`config.mk`:
```
export PLATFORM = sky130hd
export DESIGN_NAME = bounded_list_engine
export DESIGN_NICKNAME = d
export VERILOG_FILES = /design/src/rtl/core/ble_pkg.sv /design/src/rtl/core/ble_cmp.sv /design/src/rtl/core/bounded_list_engine.sv
export SDC_FILE = /design/constraint.sdc
export NUM_CORES = 2
export LEC_CHECK = 0
export BUFFER_PORTS_ARGS = -buffer_cell sky130_fd_sc_hd__clkbuf_2
export CAP_MARGIN = 20
export CELL_PAD_IN_SITES_DETAIL_PLACEMENT = 1
export CELL_PAD_IN_SITES_GLOBAL_PLACEMENT = 1
export CORE_MARGIN = 3
export CORE_UTILIZATION = 56
export CTS_CLUSTER_SIZE = 30
export DETAILED_ROUTE_END_ITERATION = 8
export PLACE_DENSITY_LB_ADDON = 0.15
export SETUP_SLACK_MARGIN = 0.2
export SYNTH_ARGS = -nofsm -noshare
export SYNTH_HDL_FRONTEND = slang
export SYNTH_SLANG_ARGS = --single-unit
export TNS_END_PERCENT = 5
```
`constraint.sdc`:
```
create_clock -name clk -period 13 [get_ports clk]
set_clock_uncertainty 0.15 [all_clocks]
set_input_delay 2.6 -clock clk [delete_from_list [all_inputs] [get_ports clk]]
set_output_delay 2.6 -clock clk [all_outputs]
set_load 0.02 [all_outputs]
```
`src/rtl/core/ble_pkg.sv`:
```
// ---------------------------------------------------------------------------
// Bounded list engine package
// Sizes, command and status codes, and the compare result type.
// ---------------------------------------------------------------------------
package ble_pkg;

    // List capacity and the widths that follow from it.
    localparam int CAPACITY = 64;
    localparam int AW       = $clog2(CAPACITY);
    localparam int CW       = $clog2(CAPACITY + 1);
    localparam int DATA_W   = 64;

    // Command codes.
    typedef enum logic [2:0] {
        ACT_APPEND  = 3'd0,
        ACT_POP     = 3'd1,
        ACT_GET     = 3'd2,
        ACT_INSERT  = 3'd3,
        ACT_REMOVE  = 3'd4,
        ACT_FIND    = 3'd5,
        ACT_REVERSE = 3'd6,
        ACT_SORT    = 3'd7
    } action_t;

    // Status codes.
    localparam logic [1:0] ST_OK    = 2'd0;
    localparam logic [1:0] ST_RANGE = 2'd1;
    localparam logic [1:0] ST_EMPTY = 2'd2;
    localparam logic [1:0] ST_FULL  = 2'd3;

    // Result of the shared comparator.
    typedef struct packed {
        logic eq;
        logic gt;
    } cmp_res_t;

endpackage

```
`src/rtl/core/ble_cmp.sv`:
```
// ---------------------------------------------------------------------------
// Bounded list engine comparator
// Shared 64-bit equality and signed greater-than unit.
// ---------------------------------------------------------------------------
module ble_cmp (
    input  logic [ble_pkg::DATA_W-1:0] a,
    input  logic [ble_pkg::DATA_W-1:0] b,
    output ble_pkg::cmp_res_t          res
);
    import ble_pkg::*;

    // Bit-exact match and two's complement ordering.
    always_comb
    begin
        res.eq = (a == b);
        res.gt = ($signed(a) > $signed(b));
    end

endmodule

```
`src/rtl/core/bounded_list_engine.sv`:
```
// ---------------------------------------------------------------------------
// Bounded list engine
// Fixed-capacity ordered list of signed Q32.32 values with list commands.
// ---------------------------------------------------------------------------
// The input channel (in_valid/in_ready) carries one command word: action,
// value and index. The output channel (out_valid/out_ready) returns one
// result word per command: value_out, position, found, status, length.
// Commands run one at a time on a list memory with one write port and a
// registered read port, under a small sequencer that shares one comparator.
// in_ready is high only while the sequencer is idle. Append, errors and
// trivial reverse, sort or find finish without a read. Pop and get read
// one entry; insert shifts the entries from the index up by one; remove
// shifts the entries above the index down by one; find scans from the
// front until a match; reverse swaps pairs from both ends inward; sort is
// an insertion sort that shifts larger entries right past each key.
// Every memory read is registered, and a later state uses the data.
// A finished result sits in the output register while the next command is
// accepted; if that register is still full, the sequencer waits in its
// final state until out_ready frees it.
// Reset empties the list and drops any pending result; the memory itself
// is not cleared, since only entries below the count are ever read.
// ---------------------------------------------------------------------------
module bounded_list_engine (
    input  logic                       clk,
    input  logic                       rst_n,
    input  logic                       in_valid,
    output logic                       in_ready,
    input  logic [2:0]                 action,
    input  logic [ble_pkg::DATA_W-1:0] value,
    input  logic [ble_pkg::CW-1:0]     index,
    output logic                       out_valid,
    input  logic                       out_ready,
    output logic [ble_pkg::DATA_W-1:0] value_out,
    output logic [ble_pkg::AW-1:0]     position,
    output logic                       found,
    output logic [1:0]                 status,
    output logic [ble_pkg::CW-1:0]     length
);
    import ble_pkg::*;

    typedef enum logic [9:0] {
        S_IDLE = 10'b00_0000_0001,
        S_RD   = 10'b00_0000_0010,
        S_RJ   = 10'b00_0000_0100,
        S_EX   = 10'b00_0000_1000,
        S_WJ   = 10'b00_0001_0000,
        S_WV   = 10'b00_0010_0000,
        S_SK   = 10'b00_0100_0000,
        S_SR   = 10'b00_1000_0000,
        S_SW   = 10'b01_0000_0000,
        S_DONE = 10'b10_0000_0000
    } state_t;

    state_t            state_reg, state_next;
    action_t           op_reg, op_next;
    logic [DATA_W-1:0] val_reg, val_next;
    logic [CW-1:0]     idx_reg, idx_next;
    logic [CW-1:0]     count_reg, count_next;
    logic [CW-1:0]     i_reg, i_next;
    logic [CW-1:0]     j_reg, j_next;
    logic [DATA_W-1:0] rvout_reg, rvout_next;
    logic [AW-1:0]     rpos_reg, rpos_next;
    logic              rfound_reg, rfound_next;
    logic [1:0]        rstatus_reg, rstatus_next;
    logic              out_valid_reg, out_valid_next;
    logic [DATA_W-1:0] value_out_reg, value_out_next;
    logic [AW-1:0]     position_reg, position_next;
    logic              found_reg, found_next;
    logic [1:0]        status_reg, status_next;
    logic [CW-1:0]     length_reg, length_next;

    logic [DATA_W-1:0] mem [CAPACITY];
    logic [DATA_W-1:0] rd_reg;
    logic              we;
    logic [AW-1:0]     waddr;
    logic [DATA_W-1:0] wdata;
    logic [AW-1:0]     raddr;

    logic [CW-1:0]     i_inc, i_dec, j_dec;
    logic [CW-1:0]     count_inc, count_dec;
    cmp_res_t          cmp;

    assign i_inc     = i_reg + 1'b1;
    assign i_dec     = i_reg - 1'b1;
    assign j_dec     = j_reg - 1'b1;
    assign count_inc = count_reg + 1'b1;
    assign count_dec = count_reg - 1'b1;

    // Shared comparator: read word against the operand or sort key.
    ble_cmp u_cmp (
        .a   (rd_reg),
        .b   (val_reg),
        .res (cmp)
    );

    // List memory: one write port, one registered read port.
    always_ff @(posedge clk)
    begin
        if (we)
        begin
            mem[waddr] <= wdata;
        end
        rd_reg <= mem[raddr];
    end

    // Read address for each sequencer step.
    always_comb
    begin
        unique case (state_reg)
            S_RD:    raddr = (op_reg == ACT_INSERT) ? i_dec[AW-1:0] : i_reg[AW-1:0];
            S_RJ:    raddr = j_reg[AW-1:0];
            S_SK:    raddr = i_dec[AW-1:0];
            S_SR:    raddr = j_dec[AW-1:0];
            default: raddr = i_reg[AW-1:0];
        endcase
    end

    // Sequencer.
    always_comb
    begin
        state_next     = state_reg;
        op_next        = op_reg;
        val_next       = val_reg;
        idx_next       = idx_reg;
        count_next     = count_reg;
        i_next         = i_reg;
        j_next         = j_reg;
        rvout_next     = rvout_reg;
        rpos_next      = rpos_reg;
        rfound_next    = rfound_reg;
        rstatus_next   = rstatus_reg;
        out_valid_next = out_valid_reg & ~out_ready;
        value_out_next = value_out_reg;
        position_next  = position_reg;
        found_next     = found_reg;
        status_next    = status_reg;
        length_next    = length_reg;
        we             = 1'b0;
        waddr          = '0;
        wdata          = '0;

        unique case (state_reg)
            S_IDLE:
            begin
                if (in_valid)
                begin
                    op_next      = action_t'(action);
                    val_next     = value;
                    idx_next     = index;
                    rvout_next   = '0;
                    rpos_next    = '0;
                    rfound_next  = 1'b0;
                    rstatus_next = ST_OK;
                    state_next   = S_DONE;
                    unique case (action_t'(action))
                        ACT_APPEND:
                        begin
                            if (count_reg == CW'(CAPACITY))
                            begin
                                rstatus_next = ST_FULL;
                            end
                            else
                            begin
                                we         = 1'b1;
                                waddr      = count_reg[AW-1:0];
                                wdata      = value;
                                count_next = count_inc;
                            end
                        end
                        ACT_POP:
                        begin
                            if (count_reg == '0)
                            begin
                                rstatus_next = ST_EMPTY;
                            end
                            else
                            begin
                                i_next     = count_dec;
                                count_next = count_dec;
                                state_next = S_RD;
                            end
                        end
                        ACT_GET, ACT_REMOVE:
                        begin
                            if (count_reg == '0)
                            begin
                                rstatus_next = ST_EMPTY;
                            end
                            else if (index >= count_reg)
                            begin
                                rstatus_next = ST_RANGE;
                            end
                            else
                            begin
                                i_next     = index;
                                state_next = S_RD;
                            end
                        end
                        ACT_INSERT:
                        begin
                            if (index > count_reg)
                            begin
                                rstatus_next = ST_RANGE;
                            end
                            else if (count_reg == CW'(CAPACITY))
                            begin
                                rstatus_next = ST_FULL;
                            end
                            else
                            begin
                                i_next     = count_reg;
                                state_next = (index == count_reg) ? S_WV : S_RD;
                            end
                        end
                        ACT_FIND:
                        begin
                            if (count_reg != '0)
                            begin
                                i_next     = '0;
                                state_next = S_RD;
                            end
                        end
                        ACT_REVERSE:
                        begin
                            if (count_reg > CW'(1))
                            begin
                                i_next     = '0;
                                j_next     = count_dec;
                                state_next = S_RD;
                            end
                        end
                        ACT_SORT:
                        begin
                            if (count_reg > CW'(1))
                            begin
                                i_next     = CW'(1);
                                state_next = S_RD;
                            end
                        end
                    endcase
                end
            end

            // Read issued; choose how the data is used.
            S_RD:
            begin
                if (op_reg == ACT_REVERSE)
                begin
                    state_next = S_RJ;
                end
                else if (op_reg == ACT_SORT)
                begin
                    state_next = S_SK;
                end
                else
                begin
                    state_next = S_EX;
                end
            end

            // Reverse: hold the low word, read the high one.
            S_RJ:
            begin
                val_next   = rd_reg;
                state_next = S_EX;
            end

            // Sort: take the key and read its left neighbor.
            S_SK:
            begin
                val_next   = rd_reg;
                j_next     = i_reg;
                state_next = S_EX;
            end

            // Sort: read the next left neighbor.
            S_SR:
            begin
                state_next = S_EX;
            end

            // Use the registered read data.
            S_EX:
            begin
                unique case (op_reg)
                    ACT_POP, ACT_GET:
                    begin
                        rvout_next = rd_reg;
                        state_next = S_DONE;
                    end
                    ACT_INSERT:
                    begin
                        we     = 1'b1;
                        waddr  = i_reg[AW-1:0];
                        wdata  = rd_reg;
                        i_next = i_dec;
                        state_next = (i_dec > idx_reg) ? S_RD : S_WV;
                    end
                    ACT_REMOVE:
                    begin
                        if (i_reg == idx_reg)
                        begin
                            rvout_next = rd_reg;
                        end
                        else
                        begin
                            we    = 1'b1;
                            waddr = i_dec[AW-1:0];
                            wdata = rd_reg;
                        end
                        i_next = i_inc;
                        if (i_inc < count_reg)
                        begin
                            state_next = S_RD;
                        end
                        else
                        begin
                            count_next = count_dec;
                            state_next = S_DONE;
                        end
                    end
                    ACT_FIND:
                    begin
                        if (cmp.eq)
                        begin
                            rfound_next = 1'b1;
                            rpos_next   = i_reg[AW-1:0];
                            state_next  = S_DONE;
                        end
                        else
                        begin
                            i_next     = i_inc;
                            state_next = (i_inc < count_reg) ? S_RD : S_DONE;
                        end
                    end
                    ACT_REVERSE:
                    begin
                        we         = 1'b1;
                        waddr      = i_reg[AW-1:0];
                        wdata      = rd_reg;
                        state_next = S_WJ;
                    end
                    ACT_SORT:
                    begin
                        if (cmp.gt)
                        begin
                            we     = 1'b1;
                            waddr  = j_reg[AW-1:0];
                            wdata  = rd_reg;
                            j_next = j_dec;
                            state_next = (j_reg > CW'(1)) ? S_SR : S_SW;
                        end
                        else
                        begin
                            state_next = S_SW;
                        end
                    end
                    ACT_APPEND:
                    begin
                        state_next = S_DONE;
                    end
                endcase
            end

            // Reverse: write the held low word at the high end.
            S_WJ:
            begin
                we     = 1'b1;
                waddr  = j_reg[AW-1:0];
                wdata  = val_reg;
                i_next = i_inc;
                j_next = j_dec;
                state_next = (i_inc < j_dec) ? S_RD : S_DONE;
            end

            // Insert: place the new word in the opened slot.
            S_WV:
            begin
                we         = 1'b1;
                waddr      = idx_reg[AW-1:0];
                wdata      = val_reg;
                count_next = count_inc;
                state_next = S_DONE;
            end

            // Sort: drop the key into place and move to the next key.
            S_SW:
            begin
                we     = 1'b1;
                waddr  = j_reg[AW-1:0];
                wdata  = val_reg;
                i_next = i_inc;
                state_next = (i_inc < count_reg) ? S_RD : S_DONE;
            end

            // Hand the result to the output register once it is free.
            S_DONE:
            begin
                if (!out_valid_reg || out_ready)
                begin
                    out_valid_next = 1'b1;
                    value_out_next = rvout_reg;
                    position_next  = rpos_reg;
                    found_next     = rfound_reg;
                    status_next    = rstatus_reg;
                    length_next    = count_reg;
                    state_next     = S_IDLE;
                end
            end
        endcase
    end

    // Control registers.
    always_ff @(posedge clk or negedge rst_n)
    begin
        if (!rst_n)
        begin
            state_reg     <= S_IDLE;
            count_reg     <= '0;
            out_valid_reg <= 1'b0;
        end
        else
        begin
            state_reg     <= state_next;
            count_reg     <= count_next;
            out_valid_reg <= out_valid_next;
        end
    end

    // Payload and working registers.
    always_ff @(posedge clk)
    begin
        op_reg        <= op_next;
        val_reg       <= val_next;
        idx_reg       <= idx_next;
        i_reg         <= i_next;
        j_reg         <= j_next;
        rvout_reg     <= rvout_next;
        rpos_reg      <= rpos_next;
        rfound_reg    <= rfound_next;
        rstatus_reg   <= rstatus_next;
        value_out_reg <= value_out_next;
        position_reg  <= position_next;
        found_reg     <= found_next;
        status_reg    <= status_next;
        length_reg    <= length_next;
    end

    assign in_ready  = (state_reg == S_IDLE);
    assign out_valid = out_valid_reg;
    assign value_out = value_out_reg;
    assign position  = position_reg;
    assign found     = found_reg;
    assign status    = status_reg;
    assign length    = length_reg;

endmodule

```
==> impl_metrics.env <==
export IMPL_status="completed"
export IMPL_ios=160
export IMPL_route_detailed_drc=0
export IMPL_power_frac_comb=0.184
export IMPL_wl_mm=503
export IMPL_worstMarginPinSlew_ns=1.20
export IMPL_gp_congestion=0.916
export IMPL_r2r_cells=13
export IMPL_clockRootBuffer="clkbuf_16"
export IMPL_grt_usage=0.326
export IMPL_crit_chain="clkbuf_2 -> nor3_1 -> nand2_1 -> nor3b_2 -> buf_4 -> a222oi_1 -> o21ai_0 -> a31o_2 -> nand3_1 -> nor4_2 -> buf_4 -> buf_4"
export IMPL_path_depth=12
export IMPL_critPathArrivalTime_ns=7.67
export IMPL_required_ns=13.43
export IMPL_p_clk_frac=0.360
export IMPL_grt_pass1_wl_mm=710
export IMPL_p_seq_frac=0.456
export IMPL_finalSetupViolations=0
export IMPL_nets=8611
export IMPL_die_h_um=557
export IMPL_cts_max_level=5
export IMPL_power_leakage_nw=55.8
export IMPL_antenna_left=0
export IMPL_regMostFlops="mem"
export IMPL_n_fill_cell=24200
export IMPL_ys_flop_type="edfxtp_1"
export IMPL_gr_total_overflow=0
export IMPL_start_kind="input port"
export IMPL_final_cell_mix="4337 x edfxtp_1, 1021 x mux4_2, 582 x a22oi_1"
export IMPL_ys_seq_area_frac=0.777
export IMPL_area_growth_pct=12.6
export IMPL_netlist_instances=7993
export IMPL_slew_viol_final=0
export IMPL_fmax_mhz=138
export IMPL_die_area_um2=310000
export IMPL_avgSynthCellArea_um2=21.3
export IMPL_synth_edf_count=4337
export IMPL_critPathTopFamily="simple AND/OR/NAND/NOR gates"
export IMPL_antenna_found_initial=87
export IMPL_cts_resized=0
export IMPL_grt_pass1_vias=91900
export IMPL_crit_type="input port to register"
export IMPL_drt_vias_per_instance=6.96
export IMPL_clock_latency_ns=0.98
export IMPL_layout_drive_gt1_share=0.254
export IMPL_cts_hold_buf=0
export IMPL_portBuffers=159
export IMPL_wire_per_inst_um=39.2
export IMPL_hold_viol_final=0
export IMPL_critPathCaptureType="register"
export IMPL_p_switching_w=0.00997
export IMPL_setup_tns_ns=0
export IMPL_vias=89200
export IMPL_yosys_warnings=0
export IMPL_mostFrequentLayoutCell="edfxtp_1"
export IMPL_hpwl_mm=291
export IMPL_grt_start_max_net_pins=140
export IMPL_crit_top_cell="buf_4"
export IMPL_cts_tree="done"
export IMPL_die_w_um=557
export IMPL_crit_buf_inv=4
export IMPL_clk_pin_slew_ns=0.06
export IMPL_power_w=0.0355
export IMPL_switching_share=0.281
export IMPL_syn_area_um2=170000
export IMPL_power_density_nw_per_um2=186
export IMPL_p_int_w=0.0255
export IMPL_ys_ff_latch=4419
export IMPL_core_um2=301000
export IMPL_post_route_period_util=0.557
export IMPL_drv_cap=0
export IMPL_largest_register_ffs=4096
export IMPL_synth_nets=8168
export IMPL_holdCritPathClass="register to register"
export IMPL_vdd_ir_drop_max_mv=0.146
export IMPL_ys_types=78
export IMPL_period_needed_ns=7.24
export IMPL_slew_headroom=0.199
export IMPL_path_max_fanout=35
export IMPL_drt_iter0_markers=14800
export IMPL_post_cts_buffers=0
export IMPL_hold_depth=0
export IMPL_max_stage_delay_ns=0.65
export IMPL_cts_buffers=438
export IMPL_crit_path_top_delay_cell="buf_4"
export IMPL_rsz0062_at_grt="no"
export IMPL_firstDrtPassIters=8
export IMPL_cts_sinks=4419
export IMPL_async_flop_share=0.00407
export IMPL_cts_buffer_depth=4
export IMPL_rows=201
export IMPL_start_util=0.565
==> power by group through the flow <==
stage                     registers [W]  logic [W]  clock network [W]
final                            0.0162    0.00654             0.0128
after CTS                        0.0162    0.00649             0.0129
after floorplan                  0.0164    0.00386                  0
after detailed placement         0.0165    0.00643                  0
after global placement           0.0165    0.00634                  0
after global routing             0.0162    0.00685             0.0135
==> synthesized netlist by cell type (all sizes together), types with 64 or more instances <==
master  number  share of area
clkbuf     285         0.0063
edfxtp    4337           0.77
buf        169         0.0049
ha          97         0.0071
dfxtp       64         0.0075
mux4      1021           0.14
nand2      400         0.0088
inv        103         0.0023
nor3        73         0.0022
a21oi      312         0.0092
or4         64         0.0028
a22oi      582          0.026
and2        72         0.0027
==> path summary, 6_finish.rpt <==
check	start	to	slack, ns
setup reg to reg	rd_reg[26]$_DFF_P_	mem[37][13]$_DFFE_PP_	6.16
min in group asynchronous	rst_n	count_reg[0]$_DFFE_PN0P_	1.48
setup / recovery	action[1]	mem[57][49]$_DFFE_PP_	5.76
max in group asynchronous	rst_n	state_reg[2]$_DFFE_PN0P_	10.84
hold / removal	rvout_reg[11]$_SDFFCE_PN0P_	value_out[11]$_DFFE_PP_	0.26
hold reg to reg	rvout_reg[11]$_SDFFCE_PN0P_	value_out[11]$_DFFE_PP_	0.26
==> cell families after synthesis <==
| family | after synthesis | share of synthesized area |
|---|---|---|
| fa+ha+maj | 97 | 0.00714 |
| simple gates | 801 | 0.0229 |
| xor+xnor | 34 | 0.00175 |
| buf+inv | 557 | 0.0135 |
| flops | 4419 | 0.777 |
| compound gates | 1058 | 0.0422 |
| mux | 1027 | 0.136 |
==> metal layers <==
| layer | vias up | global-route usage | part of all wire |
|---|---|---|---|
| li1 | 34600 | - | - |
| met1 | 47700 | 0.473 | 0.37 |
| met4 | 32 | 0.104 | 0.035 |
| met3 | 880 | 0.0706 | 0.12 |
| met5 | - | 0 | 0.00038 |
| met2 | 5989 | 0.504 | 0.47 |
==> stage by stage <==
step	setup slack [ns]	cells	area (um^2)	utilization	hold slack, ns
3_5_place_dp	4.99	11900	177000	0.587	0.255
2_1_floorplan	1.65	7993	170000	-	0.250
3_3_place_gp	5.21	11900	177000	0.587	0.250
4_1_cts	5.82	12800	191000	0.635	0.252
5_1_grt	5.53	12800	191000	0.636	0.270
6_report	5.76	12800	191000	0.636	0.258
==> cell type report <==
type,count,area [um^2],area share
sequential,4419,132000,0.690
multi-input combinational,3017,36100,0.189
clock buffer,554,11600,0.0609
tap,3958,4950,0.0259
timing repair buffer,457,3340,0.0175
clock inverter,267,2790,0.0146
inverter,103,389,0.00203
antenna,34,85.1,0.000445
(Power assumes the default switching activity.)
